--- config.mk ---
export PLATFORM = sky130hd
export DESIGN_NAME = periodic_task_scheduler_table_unit_flat
export DESIGN_NICKNAME = d
export VERILOG_FILES = /design/src/rtl/pts_pkg.sv /design/src/rtl/pts_req_if.sv /design/src/rtl/pts_rsp_if.sv /design/src/rtl/periodic_task_scheduler_table_unit.sv /design/src/rtl/pts_dpath.sv /design/src/rtl/pts_ctrl.sv /design/src/flat_wrapper.sv
export SDC_FILE = /design/constraint.sdc
export NUM_CORES = 1
export LEC_CHECK = 0
export ABC_AREA = 1
export BUFFER_PORTS_ARGS = -buffer_cell sky130_fd_sc_hd__buf_2
export CAP_MARGIN = 10
export CORE_MARGIN = 1.5
export CORE_UTILIZATION = 23
export DETAILED_ROUTE_END_ITERATION = 6
export GPL_ROUTABILITY_DRIVEN = 0
export SYNTH_ARGS = -nofsm -noshare
export SYNTH_HDL_FRONTEND = slang
export SYNTH_SLANG_ARGS = --single-unit
--- constraint.sdc ---
create_clock -name clk -period 4.25 [get_ports clk]
set_clock_uncertainty 0.2 [all_clocks]
set_input_delay 0.85 -clock clk [delete_from_list [all_inputs] [get_ports clk]]
set_output_delay 0.85 -clock clk [all_outputs]
set_load 0.005 [all_outputs]
--- src/rtl/pts_pkg.sv ---
package pts_pkg;

	localparam int SLOTS  = 16;
	localparam int SLOT_W = $clog2(SLOTS);

	typedef enum logic [1:0] {
		MODE_TICK     = 2'd0,
		MODE_ADD      = 2'd1,
		MODE_DEL      = 2'd2,
		MODE_DISPATCH = 2'd3
	} mode_e_t;

	typedef enum logic [2:0] {
		ST_OK          = 3'd0,
		ST_RUN         = 3'd1,
		ST_FULL        = 3'd2,
		ST_NOT_FOUND   = 3'd3,
		ST_NOTHING_DUE = 3'd4
	} status_e_t;

	typedef enum logic {
		S_IDLE = 1'b0,
		S_SCAN = 1'b1
	} state_e_t;

	// controller to datapath
	typedef struct packed {
		logic               load;
		logic               apply;
		logic               emit;
		status_e_t          emit_status;
		logic               emit_last;
		logic               emit_slot;
		logic [SLOT_W-1:0]  slot;
	} dp_cmd_t;

	// datapath to controller
	typedef struct packed {
		mode_e_t mode;
		logic    hit;
		logic    more_due;
		logic    out_free;
	} dp_stat_t;

endpackage

--- src/rtl/pts_req_if.sv ---
interface pts_req_if;
	logic        valid;
	logic        ready;
	logic [1:0]  mode;
	logic [7:0]  task_id;
	logic [31:0] start_delay;
	logic [31:0] repeat_period;

	modport source (output valid, output mode, output task_id, output start_delay,
		output repeat_period, input ready);
	modport sink (input valid, input mode, input task_id, input start_delay,
		input repeat_period, output ready);
endinterface

--- src/rtl/pts_rsp_if.sv ---
interface pts_rsp_if;
	logic       valid;
	logic       ready;
	logic [2:0] status;
	logic [7:0] run_id;
	logic [3:0] slot_index;
	logic       last;

	modport source (output valid, output status, output run_id, output slot_index,
		output last, input ready);
	modport sink (input valid, input status, input run_id, input slot_index,
		input last, output ready);
endinterface

--- src/rtl/periodic_task_scheduler_table_unit.sv ---
// Periodic task scheduler table: sixteen task slots, each with an id, a countdown
// delay, a reload period and a saturating count of pending runs. An item carries
// a mode: tick advances every used slot, add fills the lowest free slot, delete
// frees the lowest used slot with a matching id, dispatch emits one run result per
// due slot in ascending slot order (last marks the final one, or a single
// nothing-due result). A single slot unit walks the table one slot per cycle
// while no emitting step holds: tick walks all sixteen slots, add and delete
// end at the slot they hit, dispatch ends at the last due slot. Each result
// waits in a one-deep output register; while that register is full and not
// taken, a scan step that must emit holds, and the next item is accepted as
// soon as the current one has placed its final result.
module periodic_task_scheduler_table_unit (
	input logic clk,
	input logic arst_n,
	pts_req_if.sink   req,
	pts_rsp_if.source rsp
);
	import pts_pkg::*;

	dp_cmd_t  cmd;
	dp_stat_t stat;

	// sequencer: walks the slot index and decides apply/emit per step
	pts_ctrl u_ctrl (
		.clk       (clk),
		.arst_n    (arst_n),
		.req_valid (req.valid),
		.req_ready (req.ready),
		.stat      (stat),
		.cmd       (cmd)
	);

	// slot table, latched item and result register
	pts_dpath u_dpath (
		.clk           (clk),
		.arst_n        (arst_n),
		.cmd           (cmd),
		.stat          (stat),
		.mode          (req.mode),
		.task_id       (req.task_id),
		.start_delay   (req.start_delay),
		.repeat_period (req.repeat_period),
		.rsp_valid     (rsp.valid),
		.rsp_ready     (rsp.ready),
		.status        (rsp.status),
		.run_id        (rsp.run_id),
		.slot_index    (rsp.slot_index),
		.last          (rsp.last)
	);

endmodule

--- src/rtl/pts_dpath.sv ---
module pts_dpath (
	input  logic              clk,
	input  logic              arst_n,
	input  pts_pkg::dp_cmd_t  cmd,
	output pts_pkg::dp_stat_t stat,
	input  logic [1:0]        mode,
	input  logic [7:0]        task_id,
	input  logic [31:0]       start_delay,
	input  logic [31:0]       repeat_period,
	output logic              rsp_valid,
	input  logic              rsp_ready,
	output logic [2:0]        status,
	output logic [7:0]        run_id,
	output logic [3:0]        slot_index,
	output logic              last
);
	import pts_pkg::*;

	// slot table
	logic        used_q    [SLOTS];
	logic [7:0]  task_q    [SLOTS];
	logic [31:0] delay_q   [SLOTS];
	logic [31:0] period_q  [SLOTS];
	logic [7:0]  pending_q [SLOTS];

	// latched item
	mode_e_t     mode_q;
	logic [7:0]  id_q;
	logic [31:0] dly_q;
	logic [31:0] per_q;

	// result register
	logic        out_valid_q;
	status_e_t   out_status_q;
	logic [7:0]  out_id_q;
	logic [3:0]  out_slot_q;
	logic        out_last_q;

	logic [SLOTS-1:0] due;
	logic [SLOTS-1:0] due_hi;
	logic             hit;

	always_comb begin
		for (int j = 0; j < SLOTS; j++) begin
			due[j] = used_q[j] && (pending_q[j] != 8'd0);
		end
	end

	assign due_hi = due >> cmd.slot;

	always_comb begin
		unique case (mode_q)
			MODE_TICK:     hit = used_q[cmd.slot];
			MODE_ADD:      hit = !used_q[cmd.slot];
			MODE_DEL:      hit = used_q[cmd.slot] && (task_q[cmd.slot] == id_q);
			MODE_DISPATCH: hit = due[cmd.slot];
			default:       hit = 1'b0;
		endcase
	end

	assign stat.mode     = mode_q;
	assign stat.hit      = hit;
	assign stat.more_due = |due_hi[SLOTS-1:1];
	assign stat.out_free = !out_valid_q || rsp_ready;

	always_ff @(posedge clk) begin
		if (cmd.load) begin
			mode_q <= mode_e_t'(mode);
			id_q   <= task_id;
			dly_q  <= start_delay;
			per_q  <= repeat_period;
		end
	end

	always_ff @(posedge clk or negedge arst_n) begin
		if (!arst_n) begin
			for (int j = 0; j < SLOTS; j++) begin
				used_q[j] <= 1'b0;
			end
		end else if (cmd.apply) begin
			case (mode_q)
				MODE_ADD: used_q[cmd.slot] <= 1'b1;
				MODE_DEL: used_q[cmd.slot] <= 1'b0;
				MODE_DISPATCH: begin
					// one-shot slots drop out after their run
					if (period_q[cmd.slot] == 32'd0) begin
						used_q[cmd.slot] <= 1'b0;
					end
				end
				default: ;
			endcase
		end
	end

	always_ff @(posedge clk) begin
		if (cmd.apply) begin
			case (mode_q)
				MODE_TICK: begin
					if (used_q[cmd.slot]) begin
						if (delay_q[cmd.slot] == 32'd0) begin
							delay_q[cmd.slot] <= period_q[cmd.slot];
							if (pending_q[cmd.slot] != 8'hFF) begin
								pending_q[cmd.slot] <= pending_q[cmd.slot] + 8'd1;
							end
						end else begin
							delay_q[cmd.slot] <= delay_q[cmd.slot] - 32'd1;
						end
					end
				end
				MODE_ADD: begin
					task_q[cmd.slot]    <= id_q;
					delay_q[cmd.slot]   <= dly_q;
					period_q[cmd.slot]  <= per_q;
					pending_q[cmd.slot] <= 8'd0;
				end
				MODE_DISPATCH: pending_q[cmd.slot] <= pending_q[cmd.slot] - 8'd1;
				default: ;
			endcase
		end
	end

	always_ff @(posedge clk or negedge arst_n) begin
		if (!arst_n) begin
			out_valid_q <= 1'b0;
		end else if (cmd.emit) begin
			out_valid_q <= 1'b1;
		end else if (rsp_ready) begin
			out_valid_q <= 1'b0;
		end
	end

	always_ff @(posedge clk) begin
		if (cmd.emit) begin
			out_status_q <= cmd.emit_status;
			out_id_q     <= (cmd.emit_status == ST_RUN) ? task_q[cmd.slot] : 8'd0;
			out_slot_q   <= cmd.emit_slot ? 4'(cmd.slot) : 4'd0;
			out_last_q   <= cmd.emit_last;
		end
	end

	assign rsp_valid  = out_valid_q;
	assign status     = out_status_q;
	assign run_id     = out_id_q;
	assign slot_index = out_slot_q;
	assign last       = out_last_q;

endmodule

--- src/rtl/pts_ctrl.sv ---
module pts_ctrl (
	input  logic              clk,
	input  logic              arst_n,
	input  logic              req_valid,
	output logic              req_ready,
	input  pts_pkg::dp_stat_t stat,
	output pts_pkg::dp_cmd_t  cmd
);
	import pts_pkg::*;

	state_e_t          state_q, state_d;
	logic [SLOT_W-1:0] idx_q, idx_d;
	logic              last_slot;

	always_ff @(posedge clk or negedge arst_n) begin
		if (!arst_n) begin
			state_q <= S_IDLE;
			idx_q   <= '0;
		end else begin
			state_q <= state_d;
			idx_q   <= idx_d;
		end
	end

	assign last_slot = (idx_q == SLOT_W'(SLOTS - 1));

	always_comb begin
		state_d         = state_q;
		idx_d           = idx_q;
		req_ready       = 1'b0;
		cmd             = '0;
		cmd.slot        = idx_q;
		cmd.emit_status = ST_OK;
		unique case (state_q)
			S_IDLE: begin
				req_ready = 1'b1;
				if (req_valid) begin
					cmd.load = 1'b1;
					idx_d    = '0;
					state_d  = S_SCAN;
				end
			end
			S_SCAN: begin
				unique case (stat.mode) inside
					MODE_TICK: begin
						if (!last_slot) begin
							cmd.apply = 1'b1;
							idx_d     = idx_q + SLOT_W'(1);
						end else if (stat.out_free) begin
							cmd.apply     = 1'b1;
							cmd.emit      = 1'b1;
							cmd.emit_last = 1'b1;
							state_d       = S_IDLE;
						end
					end
					MODE_ADD, MODE_DEL: begin
						if (stat.hit) begin
							if (stat.out_free) begin
								cmd.apply     = 1'b1;
								cmd.emit      = 1'b1;
								cmd.emit_last = 1'b1;
								cmd.emit_slot = 1'b1;
								state_d       = S_IDLE;
							end
						end else if (last_slot) begin
							if (stat.out_free) begin
								cmd.emit        = 1'b1;
								cmd.emit_last   = 1'b1;
								cmd.emit_status = (stat.mode == MODE_ADD) ? ST_FULL : ST_NOT_FOUND;
								state_d         = S_IDLE;
							end
						end else begin
							idx_d = idx_q + SLOT_W'(1);
						end
					end
					MODE_DISPATCH: begin
						if (stat.hit) begin
							if (stat.out_free) begin
								cmd.apply       = 1'b1;
								cmd.emit        = 1'b1;
								cmd.emit_status = ST_RUN;
								cmd.emit_slot   = 1'b1;
								cmd.emit_last   = !stat.more_due;
								if (stat.more_due) begin
									idx_d = idx_q + SLOT_W'(1);
								end else begin
									state_d = S_IDLE;
								end
							end
						end else if (last_slot) begin
							if (stat.out_free) begin
								cmd.emit        = 1'b1;
								cmd.emit_last   = 1'b1;
								cmd.emit_status = ST_NOTHING_DUE;
								state_d         = S_IDLE;
							end
						end else begin
							idx_d = idx_q + SLOT_W'(1);
						end
					end
					default: ;
				endcase
			end
			default: state_d = S_IDLE;
		endcase
	end

endmodule

--- src/flat_wrapper.sv ---
// flat-port wrapper written by rule: the top's interface ports become plain ports
module periodic_task_scheduler_table_unit_flat import pts_pkg::*;
  (clk, arst_n, req_valid, req_mode, req_task_id, req_start_delay, req_repeat_period, req_ready, rsp_valid, rsp_status, rsp_run_id, rsp_slot_index, rsp_last, rsp_ready);
  pts_req_if req_i ();
  pts_rsp_if rsp_i ();
  input logic clk;
  input logic arst_n;
  input wire logic [$bits(req_i.valid)-1:0] req_valid;
  input wire logic [$bits(req_i.mode)-1:0] req_mode;
  input wire logic [$bits(req_i.task_id)-1:0] req_task_id;
  input wire logic [$bits(req_i.start_delay)-1:0] req_start_delay;
  input wire logic [$bits(req_i.repeat_period)-1:0] req_repeat_period;
  output wire logic [$bits(req_i.ready)-1:0] req_ready;
  output wire logic [$bits(rsp_i.valid)-1:0] rsp_valid;
  output wire logic [$bits(rsp_i.status)-1:0] rsp_status;
  output wire logic [$bits(rsp_i.run_id)-1:0] rsp_run_id;
  output wire logic [$bits(rsp_i.slot_index)-1:0] rsp_slot_index;
  output wire logic [$bits(rsp_i.last)-1:0] rsp_last;
  input wire logic [$bits(rsp_i.ready)-1:0] rsp_ready;
  assign req_i.valid = req_valid;
  assign req_i.mode = req_mode;
  assign req_i.task_id = req_task_id;
  assign req_i.start_delay = req_start_delay;
  assign req_i.repeat_period = req_repeat_period;
  assign req_ready = req_i.ready;
  assign rsp_valid = rsp_i.valid;
  assign rsp_status = rsp_i.status;
  assign rsp_run_id = rsp_i.run_id;
  assign rsp_slot_index = rsp_i.slot_index;
  assign rsp_last = rsp_i.last;
  assign rsp_i.ready = rsp_ready;
  periodic_task_scheduler_table_unit u_core (.clk(clk), .arst_n(arst_n), .req(req_i), .rsp(rsp_i));
endmodule
==> results of run 1 <==
==> state kept, by name, indices dropped and copies added, names as in the netlist, named ones only <==
register / cells
u_core.u_dpath.status: 3
u_core.u_dpath.pending_q: 128
u_core.u_ctrl.idx_q: 4
u_core.u_dpath.period_q: 512
u_core.u_ctrl.state_q: 1
u_core.u_dpath.id_q: 8
u_core.u_dpath.run_id: 8
u_core.u_dpath.rsp_valid: 1
u_core.u_dpath.last: 1
u_core.u_dpath.dly_q: 32
u_core.u_dpath.task_q: 128
u_core.u_dpath.delay_q: 512
u_core.u_dpath.mode_q: 2
u_core.u_dpath.per_q: 32
u_core.u_dpath.slot_index: 4
==> cells by family after synthesis <==
| family | synth area share, % |
|---|---|
| compound gates | 8.75 |
| xor+xnor | 0.664 |
| fa+ha+maj | 0.259 |
| buf+inv | 3.50 |
| flops | 71.8 |
| simple gates | 15.0 |
==> worst reg2reg max path: stages (launching register included) <==
cell,delay [ns]
dfrtp_4,0.56
buf_12,0.18
buf_12,0.18
buf_12,0.21
nor2_1,0.13
nor2_1,0.05
o21ai_0,0.08
o21ai_1,0.08
nand2_1,0.09
nand2_1,0.06
o21ai_1,0.12
nand2_1,0.07
nor2_1,0.16
nand3_1,0.15
nand3_2,0.09
nand3_1,0.08
nand2_2,0.15
buf_12,0.25
o21ai_4,0.19
buf_4,0.19
nand2_1,0.10
nand3_1,0.21
buf_4,0.26
==> cell usage after synthesis, drive strengths merged, types with 2 or more instances <==
master / instances
edfxtp: 1370
xnor2: 15
o211ai: 2
a21oi: 31
o22ai: 145
nand3b: 3
nor2: 1077
nand3: 109
ha: 12
inv: 132
xor2: 29
dfrtp: 22
clkbuf: 105
nand2: 979
nor3: 10
buf: 177
o21ai: 766
nand4: 51
o21bai: 16
==> power by group through the flow <==
stage	clock network, mW	registers [mW]	logic [mW]
2_1_floorplan	0	18.5	9.59
3_3_place_gp	0	18.7	16.1
3_5_place_dp	0	18.7	16.4
4_1_cts	12.5	18.4	16.5
5_1_grt	13.0	18.5	18.4
6_report	12.3	18.4	16.9
==> worst max path at each step <==
stage | start | endpoint | slack (ns) | cells after the start
floorplan | u_core.u_ctrl.idx_q[0] | u_core.u_dpath.period_q[12][0] | -0.42 | 22
global placement | u_core.u_ctrl.idx_q[1] | u_core.u_dpath.pending_q[0][1] | -0.03 | 20
detailed placement | u_core.u_ctrl.idx_q[1] | u_core.u_dpath.pending_q[0][1] | -0.11 | 20
CTS | u_core.u_ctrl.idx_q[1] | u_core.u_dpath.pending_q[10][6] | -0.06 | 20
global route | u_core.u_ctrl.idx_q[1] | u_core.u_dpath.delay_q[6][28] | -0.03 | 21
finish | u_core.u_ctrl.idx_q[0] | u_core.u_dpath.delay_q[6][28] | 0.14 | 22
==> metrics by stage <==
step           cell area [µm²]  cells  power (mW)  setup TNS (ns)  hold WS (ns)
4_1_cts                  69400   8794        47.4           -1.26    0.00000899
6_report                 69800   8806        47.6               0        0.0674
3_5_place_dp             64400   8481        35.1           -3.45         0.292
2_1_floorplan            58000   5056        28.1         -313.85         0.251
5_1_grt                  69800   8806        49.9          -0.489        0.0292
3_3_place_gp             64400   8481        34.8          -0.406         0.267
==> repair_timing <==
item	CTS	global route
hold buffers	48	0
gates cloned	0	1
setup buffers	0	11
gates resized for setup	4	57
setup endpoints to repair	56	1200
pin swaps	0	4
endpoints found under the hold margin	69	0
==> per-layer routing <==
| layer | part of all wire (%) | global-route usage [%] | up-vias |
|---|---|---|---|
| met1 | 42 | 17.0 | 19600 |
| met4 | 3.6 | 5.02 | 0 |
| met5 | 0 | 0 | - |
| li1 | - | - | 18300 |
| met3 | 6.7 | 2.10 | 308 |
| met2 | 47 | 21.1 | 1475 |
==> final cells by class <==
class	count	area [µm²]	share of cell area (%)
Sequential cell	1392	41700	59.8
Clock buffer	184	3860	5.53
Clock inverter	81	699	1.00
Timing Repair Buffer	419	4050	5.80
Inverter	133	539	0.773
Tap cell	3348	4190	6.00
Multi-Input combinational cell	3249	14700	21.1
==> results_dict.tcl, run 1 <==
set metrics [dict create \
    cp_top_family "simple AND/OR/NAND/NOR gates" \
    grt_pass1_wl_mm 249 \
    cpMaxStageDelayCell "dfrtp_4" \
    relSlewSlack_pct 25.8 \
    die_area_um2 255000 \
    finalCritPeriodShare_pct 96.8 \
    power.leakage_nw 23.9 \
    io_buffers 95 \
    cts_root_buf "clkbuf_16" \
    drt_iter0_markers 4000 \
    finalNetCount 5432 \
    fin_ws_ns 0.135 \
    start_util_pct 23.1 \
    area_delta_synth_final_pct 20.2 \
    synth.top_cell.area_share_pct 70.9 \
    n_antenna_cell 0 \
    std_cell_rows 184 \
    synth_ff_type "edfxtp_1" \
    synth.largest_area_cell "edfxtp_1" \
    power_frac_comb_pct 35.4 \
    switchingPower_mw 17.6 \
    tritoncts "done" \
    synth_edf_count 1370 \
    hp-start "req_start_delay[0]" \
    layout_common_cells "1370 x edfxtp_1, 1007 x nor2_1, 972 x nand2_1" \
    syn_nets 5146 \
    core-area_um2 251000 \
    synth.ff_latch_count 1392 \
    cts_sinks 1392 \
    rr_worst_depth 22 \
    max_freq_mhz 243 \
    r2r_start "u_core.u_ctrl.idx_q[0]" \
    first_pass_iters 6 \
    detail-route-antenna-nets 0 \
    cts-buffers-inserted 147 \
    worstSkewPairLatency_ns 0.80 \
    synth_cell_types 35 \
    worstPathMaxFanout 39 \
    ys_seq_area_share_pct 71.8 \
    whs_path_depth 1 \
    gr-total-overflow 0 \
    min_to "u_core.u_dpath.dly_q[0]" \
    pre_cts_ws_ns -0.110 \
    cp.arrival_ns 4.43 \
    seqPwrFrac_pct 38.8 \
    clk_path_buf_depth 3 \
    worstMarginPinSlew_ns 1.11 \
    netlist_instances 5056 \
    switching_share_pct 37.1 \
    hold_class "in -> reg" \
    async_reset_ff_share_pct 1.58 \
    setup_viol 0 \
    hold_viol_final 0 \
    clkTransAtPathRegs_ns 0.06 \
    worstPathRequired_ns 4.57 \
    cts_max_level 4 \
    syn_area_um2 58000 \
    drt_wl_total_mm 171 \
    reg2reg_slack_ns 0.14 \
    worstSetupEndpointType "register" \
    drive_above_1_share_pct 12.3 \
    path_class "reg -> reg" \
    final_common_cell "edfxtp_1" \
    fin_crit_ns 4.11 \
    clkPwrFrac_pct 25.8 \
    grt_use_total_pct 12.9 \
    io-pin-count 96 \
    power_density_nw_per_um2 682 \
    syn_avg_cell_area_um2 11.5 \
    ir_drop_mv 0.545 \
    yosys-top-cells-area "edfxtp_1 71%, nor2_1 6.9%, nand2_1 6.3%" \
    worst-path-buf-inv 6 \
    dieWidth_um 505 \
    worstPathCellList "buf_12 > buf_12 > buf_12 > nor2_1 > nor2_1 > o21ai_0 > o21ai_1 > nand2_1 > nand2_1 > o21ai_1 > nand2_1 > nor2_1 > nand3_1 > nand3_2 > nand3_1 > nand2_2 > buf_12 > o21ai_4 > buf_4 > nand2_1 > nand3_1 > buf_4" \
    die_h_um 505 \
    antenna_found_initial 6 \
    rsz0062_at_grt "true" \
    status "finished, final reports clean" \
    grt_max_degree 104 \
    drv_slew 0 \
    drv_cap 0 \
    utilization_pct 27.8 \
    avgViaCountPerCell 4.50 \
    drc 0 \
    p_int_mw 29.9 \
    wl_per_cell_um 19.4 \
    hpwlAfterDp_mm 102 \
    fillers 25600 \
    vias 39700 \
    critPathMaxStageDelay_ns 0.56 \
    yosys_warnings 0 \
    reg2reg_to "u_core.u_dpath.delay_q[6][28]" \
    critPathLaunchType "register" \
    first_global_vias 37900 \
]
Power figures use the tool's default switching activity.
==> run 2, diff against run 1 <==
- ABC_AREA: 1 -> default
==> run 2 against run 1 <==
Effect of this change:
- the run now ends with setup timing left
- utilization rose by 2.0 points
- global-route usage decreased by 0.45 points
- via count fell by 24%
- register-to-register slack worse by 0.25 ns
- worst hold slack worse by 0.014 ns
- design area grew 2.4%
- non-clock buffer count up 229
- sequential share of layout area down 1.4 points
- sequential power about the same
- maximum frequency fell by 5.8%
- critical path type unchanged
- highest routed layer is now met5
==> results_dict.tcl, run 2 <==
set metrics [dict create \
    synthAdderAreaFrac_pct 0.271 \
    die_area_um2 244000 \
    synth.area.mux_share_pct 14.1 \
    synth.top_cell.area_share_pct 74.1 \
    worstPathMaxFanout 13 \
    hold_viol_final 0 \
    synthSimpleGateAreaFrac_pct 3.48 \
    synthTopCellsByCount "1370 x edfxtp_1, 328 x mux4_2, 141 x nand2_1" \
    detail-route-antenna-nets 0 \
    switchingPower_mw 16.4 \
    wl_per_cell_um 23.3 \
    die_h_um 494 \
    status "complete, but fails checks" \
    critPathMaxStageDelay_ns 0.56 \
    ir_drop_mv 0.533 \
    cp_top_family "simple AND/OR/NAND/NOR gates" \
    dp_cells 6296 \
    power.leakage_nw 23.0 \
    worstSkewPairLatency_ns 0.78 \
    grt_max_degree 51 \
    synth_ff_type "edfxtp_1" \
    clk_path_buf_depth 3 \
    drive_above_1_share_pct 40.3 \
    seqPwrFrac_pct 36.4 \
    cts_sinks 1392 \
    utilization_pct 29.7 \
    finalNetCount 3447 \
    fin_cells 6658 \
    syn_avg_cell_area_um2 20.5 \
    hold_class "in -> reg" \
    syn_nets 2798 \
    worstMarginPinSlew_ns 1.20 \
    drt_iter0_markers 2956 \
    cp.arrival_ns 4.67 \
    grt_use_total_pct 12.5 \
    switching_share_pct 32.1 \
    tritoncts "done" \
    power_frac_comb_pct 38.4 \
    hpwlAfterDp_mm 101 \
    async_reset_ff_share_pct 1.58 \
    relSlewSlack_pct 19.9 \
    synth_edf_count 1370 \
    final_common_cell "edfxtp_1" \
    core-area_um2 240000 \
    io_buffers 95 \
    worstPathRequired_ns 4.55 \
    netlist_instances 2708 \
    cts_root_buf "clkbuf_16" \
    drt_wl_total_mm 155 \
    setup_viol 565 \
    fin_ws_ns -0.118 \
    cts_max_level 4 \
    io-pin-count 96 \
    area_delta_synth_final_pct 28.7 \
    critPathLaunchType "register" \
    cpMaxStageDelayCell "or4_4" \
    worstSetupEndpointType "register" \
    drc 0 \
    layout_common_cells "1370 x edfxtp_1, 339 x buf_4, 328 x mux4_2" \
    synth_top_family_by_area "multiplexers" \
    clkPwrFrac_pct 25.3 \
    top_regs "u_core.u_dpath.delay_q: 512 flops, u_core.u_dpath.period_q: 512 flops" \
    finalSetupTns_ns -30.46 \
    synth-compound-area-share_pct 4.29 \
    drv_cap 0 \
    drv_slew 0 \
    synth.ff_latch_count 1392 \
    synth-xor-area-share_pct 0.742 \
    max_freq_mhz 229 \
    avgViaCountPerCell 4.53 \
    crit_top_cell "buf_6" \
    hp-start "req_repeat_period[29]" \
    synth_cell_types 85 \
    syn_area_um2 55500 \
    violations "setup timing" \
    std_cell_rows 180 \
    gr-total-overflow 0 \
    startpoint "u_core.u_ctrl.idx_q[0]" \
    antenna_found_initial 16 \
    yosysMostFrequentCell "edfxtp_1" \
    first_global_vias 30700 \
    dieWidth_um 494 \
    r2r_start "u_core.u_ctrl.idx_q[0]" \
    finalHoldWorstSlack_ns 0.0535 \
    synth.largest_area_cell "edfxtp_1" \
    cts-buffers-inserted 145 \
    worstPathCellList "buf_6 > buf_12 > mux4_2 > mux4_2 > or4_4 > or3b_4 > o31ai_4 > buf_6 > a21oi_4 > buf_12 > a22oi_2 > o221ai_2 > buf_6" \
    p_int_mw 34.6 \
    vias 30200 \
    finalCritPeriodShare_pct 103 \
    yosys_warnings 0 \
    start_util_pct 23.1 \
    fin_crit_ns 4.37 \
    pre_cts_ws_ns -0.490 \
    yosys-top-cells-area "edfxtp_1 74%, mux4_2 13%, a22oi_1 1.8%" \
    worst-path-buf-inv 5 \
    rsz0062_at_grt "true" \
    ys_seq_area_share_pct 75.1 \
    clkTransAtPathRegs_ns 0.06 \
    first_pass_iters 7 \
    path_class "reg -> reg" \
    reg2reg_slack_ns -0.12 \
    fillers 23200 \
    power_density_nw_per_um2 714 \
    grt_pass1_wl_mm 222 \
]
## run 2: changes by cell type after synthesis, sizes merged, moves of 28 or more
cell and delta:
buf -73, nand3 -74, nor2 -994, clkbuf -62
nand4 -41, o22ai -136, inv -87, a22oi +140
mux4 +328, nor4 +37, o221ai +28, nand2 -838
o21ai -744
## run 2: worst paths after layout
| kind | end | cells past startpoint |
|---|---|---|
| max | u_core.u_dpath.delay_q[12][30] | 13 |
| min | u_core.u_dpath.per_q[29] | 1 |
| max reg2reg | u_core.u_dpath.delay_q[12][30] | 13 |
| min reg2reg | register | 1 |
| max in group asynchronous | u_core.u_ctrl.idx_q[1] | 2 |
| min in group asynchronous | asynchronous set/reset pin | 2 |
## run 2: area by class of cell
class	count	area, µm²	share of cell area [%]
Sequential cell	1392	41700	58.4
Multi-Input combinational cell	1123	13800	19.4
Timing Repair Buffer	648	6940	9.71
Tap cell	3185	3990	5.58
Clock buffer	182	3910	5.47
Clock inverter	79	902	1.26
Inverter	47	180	0.252
Antenna cell	2	5.00	0.00700
## run 2: power groups by stage
stage          Sequential, mW  Clock (mW)  Combinational, mW
3_3_place_gp             18.8           0               16.6
5_1_grt                  18.6        13.7               20.7
4_1_cts                  18.6        13.2               18.4
6_report                 18.6        12.9               19.6
3_5_place_dp             18.9           0               16.8
2_1_floorplan            18.6           0               9.29
## run 2: worst register-to-register path, stage by stage, from the launching register on
cell	delay, ns
dfrtp_4	0.51
buf_6	0.13
buf_12	0.14
mux4_2	0.43
mux4_2	0.52
or4_4	0.56
or3b_4	0.41
o31ai_4	0.22
buf_6	0.14
a21oi_4	0.06
buf_12	0.18
a22oi_2	0.20
o221ai_2	0.17
buf_6	0.20
## run 2: per-layer routing
metal | vias up | GRT usage (%) | wire (µm)
met3 | 220 | 2.39 | 10000
met4 | 4 | 3.62 | 3780
li1 | 12700 | - | -
met5 | - | 0 | 15
met2 | 1086 | 20.7 | 76100
met1 | 16100 | 16.5 | 65200
## run 2: kinds of logic after synthesis
family | Yosys count
compound gates | 300
xor+xnor | 47
fa+ha+maj | 12
buf+inv | 194
flops | 1392
mux | 370
simple gates | 393
## run 2: timing repair
action / CTS / global route
hold buffers: 14 / 0
pin swaps: 27 / 19
setup buffers: 39 / 23
cloned: 12 / 12
gates resized for setup: 121 / 152
endpoints found under the setup margin: 1844 / 1841
hold endpoints to repair: 35 / 0
## run 2: per-stage QoR
step / area (µm²) / total power [mW]
after floorplan: 55700 / 27.9
after global placement: 64300 / 35.4
after detailed placement: 64300 / 35.7
after CTS: 70500 / 50.1
after global routing: 71400 / 53.0
final: 71500 / 51.0
